[config.mk]
export PLATFORM = sky130hd
export DESIGN_NAME = sfg_update
export DESIGN_NICKNAME = d
export VERILOG_FILES = /design/src/hdl/sfg_pkg.sv /design/src/hdl/sfg_update.sv
export SDC_FILE = /design/constraint.sdc
export NUM_CORES = 1
export LEC_CHECK = 0
export BUFFER_PORTS_ARGS = -buffer_cell sky130_fd_sc_hd__buf_2
export CORE_ASPECT_RATIO = 0.75
export CORE_MARGIN = 5
export CORE_UTILIZATION = 45
export DETAILED_ROUTE_END_ITERATION = 16
export PLACE_DENSITY = 0.68
export SETUP_SLACK_MARGIN = 0.4
export SYNTH_ARGS = -nofsm -noshare
export SYNTH_HDL_FRONTEND = slang
export SYNTH_SLANG_ARGS = --single-unit
[constraint.sdc]
create_clock -name clock -period 28.8 [get_ports clock]
set_input_delay 5.76 -clock clock [delete_from_list [all_inputs] [get_ports clock]]
set_output_delay 5.76 -clock clock [all_outputs]
set_load 0.05 [all_outputs]
[src/hdl/sfg_pkg.sv]
`default_nettype none

package sfg_pkg;

   // Register indexes of the configuration port.
   localparam logic [1:0] CSR_UP_THRESHOLD      = 2'd0;
   localparam logic [1:0] CSR_DOWN_THRESHOLD    = 2'd1;
   localparam logic [1:0] CSR_UP_STEP_PERCENT   = 2'd2;
   localparam logic [1:0] CSR_DOWN_STEP_PERCENT = 2'd3;

   localparam logic [6:0] RST_UP_THRESHOLD      = 7'd80;
   localparam logic [6:0] RST_DOWN_THRESHOLD    = 7'd35;
   localparam logic [6:0] RST_UP_STEP_PERCENT   = 7'd25;
   localparam logic [6:0] RST_DOWN_STEP_PERCENT = 7'd5;

   // x / 100 is computed as (x / 4) / 25 with a reciprocal of 25 scaled by 2^34.
   // The scaled reciprocal is rounded up and is exact for dividends below 2^29.
   localparam int          DIV25_SHIFT = 34;
   localparam logic [29:0] DIV25_MAGIC = 30'd687194768;

   typedef struct packed {
      logic [6:0]  load_percent;
      logic [23:0] freq_min;
      logic [23:0] freq_max;
      logic [23:0] freq_now;
   } req_type;

   typedef struct packed {
      logic [23:0] target_freq;
      logic        round_up;
   } rsp_type;

   // Everything the state update needs for one item, with the steps already scaled.
   typedef struct packed {
      logic        step_up;
      logic        step_down;
      logic [23:0] freq_min;
      logic [23:0] freq_max;
      logic [23:0] freq_now;
      logic [24:0] up_step;
      logic [24:0] down_step;
      logic [17:0] max_step;
   } step_type;

   // Floor of x / 100 for any 31-bit x.
   function automatic logic [24:0] div100(input logic [30:0] x);
      logic [58:0] prod;
      prod = {30'd0, x[30:2]} * {29'd0, DIV25_MAGIC};
      return prod[58:DIV25_SHIFT];
   endfunction

endpackage

`default_nettype wire

[src/hdl/sfg_update.sv]
`default_nettype none

module sfg_update (
   input  wire logic             clock,
   input  wire logic             reset,
   input  wire sfg_pkg::step_type step,
   input  wire logic             commit,
   output      sfg_pkg::rsp_type result
);
   import sfg_pkg::*;

   logic [23:0] last_request_ff;
   logic [23:0] last_request_in;
   logic [23:0] base;
   logic [25:0] up_sum;
   logic [23:0] up_target;
   logic [24:0] down_amount;
   logic [23:0] down_diff;
   logic [23:0] down_target;

   always_comb begin
      // A remembered request outside the policy range is replaced by the current frequency.
      if (last_request_ff > step.freq_max || last_request_ff < step.freq_min) begin
         base = step.freq_now;
      end else begin
         base = last_request_ff;
      end

      up_sum = {2'd0, base} + {1'b0, step.up_step};
      if (up_sum > {2'd0, step.freq_max}) begin
         up_target = step.freq_max;
      end else begin
         up_target = up_sum[23:0];
      end

      // A zero down step falls back to one percent of the maximum.
      if (step.down_step == '0) begin
         down_amount = {7'd0, step.max_step};
      end else begin
         down_amount = step.down_step;
      end
      if ({1'b0, base} > down_amount) begin
         down_diff = base - down_amount[23:0];
      end else begin
         down_diff = step.freq_min;
      end
      if (down_diff < step.freq_min) begin
         down_target = step.freq_min;
      end else begin
         down_target = down_diff;
      end

      if (step.step_up) begin
         result.target_freq = up_target;
         result.round_up    = 1'b0;
      end else begin
         result.target_freq = down_target;
         result.round_up    = 1'b1;
      end

      last_request_in = last_request_ff;
      if (commit) begin
         last_request_in = result.target_freq;
      end
   end

   always_ff @(posedge clock) begin
      if (reset) begin
         last_request_ff <= '0;
      end else begin
         last_request_ff <= last_request_in;
      end
   end

   a_up_below_max : assert property (@(posedge clock) disable iff (reset)
      commit && step.step_up |-> result.target_freq <= step.freq_max)
      else $error("step up exceeded the policy maximum");

   a_down_above_min : assert property (@(posedge clock) disable iff (reset)
      commit && !step.step_up |-> result.target_freq >= step.freq_min)
      else $error("step down fell below the policy minimum");

   a_request_kept : assert property (@(posedge clock) disable iff (reset)
      commit |=> last_request_ff == $past(result.target_freq))
      else $error("emitted target was not remembered");

endmodule

`default_nettype wire
==> key figures, run 1 <==
Layout
  • Most frequent cells in the layout: 168 x buf_2, 142 x ha_1, 108 x nand2_1
  • Area Growth Syn to Fin: 13.76%
  • Fin nets: 1451
  • Final core utilization: 0.5201
  • Top Registers: last_request_ff x24
  • Commonest non-fill, non-tap cell in the layout: buf_2
  • N_diodes: 0
  • Largest register FFs: 24
  • Share of post-route cells with drive strength above 1: 0.2059
  • Largest reg by FF count: last_request_ff

CTS
  • Worst-Skew Late Latency: 0.27 ns
  • CTS tree: built
  • H-tree Lvls: 1
  • Hold_buf cts: 0
  • Reg clk slew, reported paths: 0.07 ns
  • Clk sink count: 24
  • Cts bufs inserted: 3
  • Root Buffer: clkbuf_16
  • Post-CTS setup repair buffer count: 0
  • Max clock buf depth: 2
  • CTS resizes: 0

Yosys
  • Top_reg_cell synth: dfxtp_1
  • Cell count after synthesis: 1027
  • Mean area per synthesized cell: 7.490 µm²
  • Sequential element share of the synthesized area: 0.06246
  • Synthesized Nets: 1316
  • Largest area contributor in the netlist: ha_1
  • Yosys warnings: 0
  • Syn Std Cell Area: 7692 µm²
  • Top cells by area, synth: ha_1 23%, o211ai_1 7.5%, dfxtp_1 6.2%
  • Number of flops mapped to enable cells by yosys: 0
  • Synth async-reset ratio: 0
  • Area fraction of the dominant cell type after synthesis: 0.2310
  • Yosys reg bits: 24
  • Unique masters post-synth: 77

Worst setup path
  • Crit path largest cell delay: 1.04 ns
  • Startpoint types: input pin
  • Critical Path Sink Type: output pin
  • CP Data Required Time: 23.04 ns
  • Slowest CP cell: a31oi_2
  • Crit path top cell by count: a21o_1
  • CP Class: input pin to output pin
  • Worst EP arrival: 14.35 ns
  • Worst Path Max Fanout: 24

Routing
  • Vias: 8363
  • WL final: 26.20 mm
  • Initial DRC count: 744
  • Via-to-Cell Ratio: 6.078
  • DRT Pass-1 Iters: 5
  • DRT antenna net count: 0
  • Routed wire per std cell: 19.04 µm
  • Drc violations: 0

Global route
  • Gr usage total: 0.2560
  • First-pass GRT wire length: 40.69 mm
  • Initial antenna violation count: 0
  • Congestion Overflow GR: 0
  • Pin count of the biggest net entering global routing: 44
  • Vias in the first global route: 7609

Timing
  • Minimum clock period: 20.11 ns
  • Max_slew headroom: 0.1413
  • Final hold violation count: 0
  • Slew Viols, Final: 0
  • Worst hold slack: 0.5350 ns
  • Worst clock skew: 0.004094 ns
  • Setup TNS Final: 0 ns
  • Final Cycle Share: 0.6983
  • Worst Tran Pin Value: 1.284 ns
  • RSZ-0062 raised after global routing: false
  • Final setup viols: 0
  • Max Fclk: 49.73 MHz

Power and ir drop
  • Sw Pwr: 274.8 µW
  • Share of power burned in registers: 0.090
  • Sw frac: 0.5695
  • Final Total Pwr: 482.5 µW
  • Pwr dens: 55.13 nW/µm²
  • Comb power frac: 0.839
  • Internal power: 207.7 µW
  • Clock group share of total power: 0.071
  • P_leak: 4.381 nW
  • Peak VDD IR: 0.04832 mV

Floorplan
  • Area of the die: 19840 µm²
  • Die X: 161.0 µm
  • Core Area: 16830 µm²
  • Rows: 41
  • Die height: 123.2 µm
  • # IOs: 170
  • Initial Util: 0.4572

Job
  • Max-cap violation count: 0

Placed design
  • Placer Congestion: 0.9122
  • Detailed Place HPWL: 22.39 mm
  • # port buffers: 168

Hold path
  • Min-Delay Path Class: flip-flop to flip-flop

Status
  • Status: complete, no violations
critical path: cells and delay by family:
kind	cells	cell delay, ns
compound gates	16	4.93
simple gates	5	1.36
xor+xnor	1	0.15
fa+ha+maj	3	0.94
buf+inv	4	1.16
metrics by stage:
step | cell area [µm²] | setup WS, ns | cells
global route | 8751 | 8.194 | 1376
detailed placement | 8662 | 9.078 | 1372
floorplan | 7692 | 10.05 | 1027
finish | 8751 | 8.690 | 1376
CTS | 8751 | 9.005 | 1376
global placement | 8662 | 9.110 | 1372
cell families (layout without fill, tap and decap cells):
family | count (synthesis) | after routing | synth area share
AO/OA/AOI/OAI | 380 | 380 | 0.3751
XOR/XNOR | 41 | 41 | 0.04668
adder cells (fa/ha/maj) | 144 | 144 | 0.2362
buffers and inverters | 117 | 251 | 0.06311
flip-flops | 24 | 24 | 0.06246
multiplexers | 22 | 22 | 0.03172
AND/OR/NAND/NOR | 299 | 299 | 0.1848
power by group through the flow:
stage          Combinational [mW]  Sequential (mW)  Clock [mW]
5_1_grt                     0.445           0.0438      0.0366
6_report                    0.405           0.0433      0.0344
2_1_floorplan               0.302           0.0418           0
3_3_place_gp                0.390           0.0439           0
4_1_cts                     0.398           0.0432      0.0352
3_5_place_dp                0.395           0.0439           0
final timing paths:
| kind | from | endpoint | slack [ns] | cells after the start |
|---|---|---|---|---|
| worst max-delay path | step[133] | result[16] | 8.69 | 29 |
| worst min-delay path | last_request_ff[0] | last_request_ff[0] | 0.54 | 2 |
| worst max register to register | last_request_ff[17] | last_request_ff[18] | 20.29 | 26 |
| worst min register to register | last_request_ff[0] | last_request_ff[0] | 0.54 | 2 |
cell usage after synthesis (all sizes together), types with 3 or more instances:
master and number:
o32ai 18, a21oi 86, clkbuf 32, and2 3
nand4 22, o211a 35, mux2i 3, nand3 12
a21o 39, nor2b 6, nand2b 30, mux2 19
o41ai 4, inv 70, a21boi 4, o21a 19
xor2 19, ha 142, and3 6, nand2 108
buf 13, and4 3, xnor2 22, a211oi 19
o21ai 38, or3b 3, a211o 4, nor3 22
o211ai 78, a2111oi 7, nor4 6, dfxtp 24
a31oi 10, nor2 69
area by class of cell:
class                      count  area [µm²]
fill                        1669        8075
multi-input combinational    886        6744
timing repair buffer         175       893.4
sequential                    24       480.5
inverter                      72       275.3
tap                          215       269.0
clock buffer                   4       88.84
routing by layer:
| layer | share of wire | GRT usage | routed length, µm |
|---|---|---|---|
| met5 | 0 | 0 | 0 |
| met1 | 0.48 | 0.3832 | 12520 |
| met3 | 0.095 | 0.04399 | 2478 |
| met4 | 0.014 | 0.03942 | 369 |
| met2 | 0.41 | 0.3923 | 10820 |
Note: power is estimated with default switching activity, not from simulation.
==> run 2, diff against run 1 <==
- clock period: 28.8 -> 20.2 ns (I/O delays scaled with it)
==> run 2 against run 1 <==
Compared with the run above:
- clock-buffer cell count did not move
- clock skew fell by 0.00067 ns
- critical endpoint unchanged
- core utilization did not move
- die area did not move
- final cell count did not move
- highest routed layer unchanged
- critical path type unchanged
- non-clock buffer count did not move
==> key figures, run 2 (same netlist as run 1, synthesis figures left out) <==
Status
  • Status: complete, no violations

Routing
  • Initial DRC count: 778 (+4.6%)
  • Drc violations: 0 (unchanged)
  • DRT Pass-1 Iters: 6 (+1)
  • Routed wire per std cell: 19.32 µm (+1.5%)
  • Via-to-Cell Ratio: 6.026 (-0.85%)
  • DRT antenna net count: 0 (unchanged)
  • Vias: 8292 (-0.85%)
  • WL final: 26.58 mm (+1.5%)

Global route
  • Initial antenna violation count: 0 (unchanged)
  • First-pass GRT wire length: 40.95 mm (+0.64%)
  • Gr usage total: 0.2560 (about the same)
  • Pin count of the biggest net entering global routing: 44 (unchanged)
  • Congestion Overflow GR: 0 (unchanged)
  • Vias in the first global route: 7720 (+1.5%)

Floorplan
  • # IOs: 170 (unchanged)
  • Die height: 123.2 µm (unchanged)
  • Area of the die: 19840 µm² (unchanged)
  • Core Area: 16830 µm² (unchanged)
  • Initial Util: 0.4572 (unchanged)
  • Rows: 41 (unchanged)
  • Die X: 161.0 µm (unchanged)

Timing
  • Final hold violation count: 0 (unchanged)
  • Worst Tran Pin Value: 1.255 ns (-0.02869 ns)
  • Final setup viols: 0 (unchanged)
  • Setup TNS Final: 0 ns (unchanged)
  • Worst hold slack: 0.5502 ns (+0.01516 ns)
  • Max Fclk: 60.01 MHz
  • Minimum clock period: 16.66 ns
  • RSZ-0062 raised after global routing: false
  • Final Cycle Share: 0.8250
  • Max_slew headroom: 0.1631 (+0.02184)
  • Worst clock skew: 0.003429 ns (-0.0006652 ns)
  • Slew Viols, Final: 0 (unchanged)

Worst setup path
  • Crit path largest cell delay: 1.00 ns (-0.04 ns)
  • CP Class: input pin to output pin
  • Reg-to-reg slack, setup: 11.68 ns (-8.61 ns)
  • R2r startpoint: last_request_ff[17]
  • Worst EP arrival: 12.62 ns (-1.73 ns)
  • Worst R2R End: last_request_ff[18]
  • CP Data Required Time: 16.16 ns (-6.88 ns)
  • Crit path top cell by count: a21o_1
  • Worst Path Max Fanout: 24 (unchanged)
  • Slowest CP cell: a31oi_2
  • Reg2reg path depth: 26 (unchanged)
  • CP top delay family: compound AO/OA/AOI/OAI gates
  • Critical Path Sink Type: output pin
  • CP Buf/Inv Count: 4 (unchanged)
  • Startpoint types: input pin

Layout
  • N_diodes: 0 (unchanged)
  • Largest reg by FF count: last_request_ff
  • Final core utilization: 0.5201 (unchanged)
  • Largest register FFs: 24 (unchanged)
  • FILL cells: 1727 (+3.5%)
  • Commonest non-fill, non-tap cell in the layout: buf_2
  • Area Growth Syn to Fin: 13.76% (unchanged)
  • Top Registers: last_request_ff x24
  • Share of post-route cells with drive strength above 1: 0.2059 (unchanged)
  • Finished Layout Cells: 1376 (unchanged)
  • Most frequent cells in the layout: 168 x buf_2, 142 x ha_1, 108 x nand2_1
  • Fin nets: 1451 (unchanged)

CTS
  • Root Buffer: clkbuf_16
  • Reg clk slew, reported paths: 0.06 ns (about the same)
  • CTS resizes: 0 (unchanged)
  • Max clock buf depth: 2 (unchanged)
  • Cts bufs inserted: 3 (unchanged)
  • Hold_buf cts: 0 (unchanged)
  • Worst-Skew Late Latency: 0.26 ns (about the same)
  • Clk sink count: 24 (unchanged)
  • CTS tree: built
  • H-tree Lvls: 1 (unchanged)
  • Post-CTS setup repair buffer count: 0 (unchanged)

Placed design
  • Detailed Place HPWL: 22.63 mm (+1.1%)
  • # port buffers: 168 (unchanged)
  • Placer Congestion: 0.9153 (+0.34%)
  • Post-Place Cells: 1372 (unchanged)

Power and ir drop
  • Peak VDD IR: 0.06850 mV (+42%)
  • Pwr dens: 78.81 nW/µm² (+43%)
  • Final Total Pwr: 689.6 µW (+43%)
  • P_leak: 4.381 nW (unchanged)

Hold path
  • Hold path cells: 2 (unchanged)
  • Min-Delay Endpoint: last_request_ff[17]
  • Hold Startpoint: last_request_ff[17]
  • Min-Delay Path Class: flip-flop to flip-flop

Job
  • Max-cap violation count: 0 (unchanged)
-- run 2: cell counts in the layout (fill, tap and decap cells not counted) --
Identical to the previous run, type by type.
-- run 2: final cells by class --
type                            instances  area [µm²]  share of cell area
Inverter                               72       275.3             0.03146
Clock buffer                            4       88.84             0.01015
Multi-Input combinational cell        886        6744              0.7707
Sequential cell                        24       480.5             0.05490
Tap cell                              215       269.0             0.03074
Timing Repair Buffer                  175       893.4              0.1021
-- run 2: stage by stage --
step                cell area [µm²]  setup WS, ns
floorplan                      7692         4.886
global placement               8662         3.972
detailed placement             8662         3.945
CTS                            8751         3.860
global route                   8751         2.906
finish                         8751         3.536
-- run 2: worst min-delay path, cell delays in order (launching register included) --
cell and delay, ns:
dfxtp_1 0.35, nand2b_1 0.08, o32ai_1 0.07
-- run 2: worst max path at each step --
| stage | cells past startpoint | startpoint | to | slack, ns |
|---|---|---|---|---|
| floorplan | 31 | step[93] | result[16] | 4.89 |
| global placement | 29 | step[133] | result[16] | 3.97 |
| detailed placement | 31 | step[133] | result[16] | 3.94 |
| CTS | 29 | step[133] | result[16] | 3.86 |
| global route | 29 | step[133] | result[16] | 2.91 |
| finish | 29 | step[133] | result[16] | 3.54 |
-- run 2: where the power goes --
part	leakage [nW]	internal [mW]	switching, mW
Combinational	4.14	0.212	0.367
Clock	0.0442	0.0304	0.0183
Sequential	0.199	0.0537	0.00824
Total	4.38	0.296	0.394
-- run 2: metal layers --
layer	vias up	GRT usage	routed length [µm]
met5	-	0	0
met4	0	0.02770	300
met3	14	0.04265	2091
met2	346	0.4025	11190
met1	3765	0.3807	13000
li1	4167	-	-
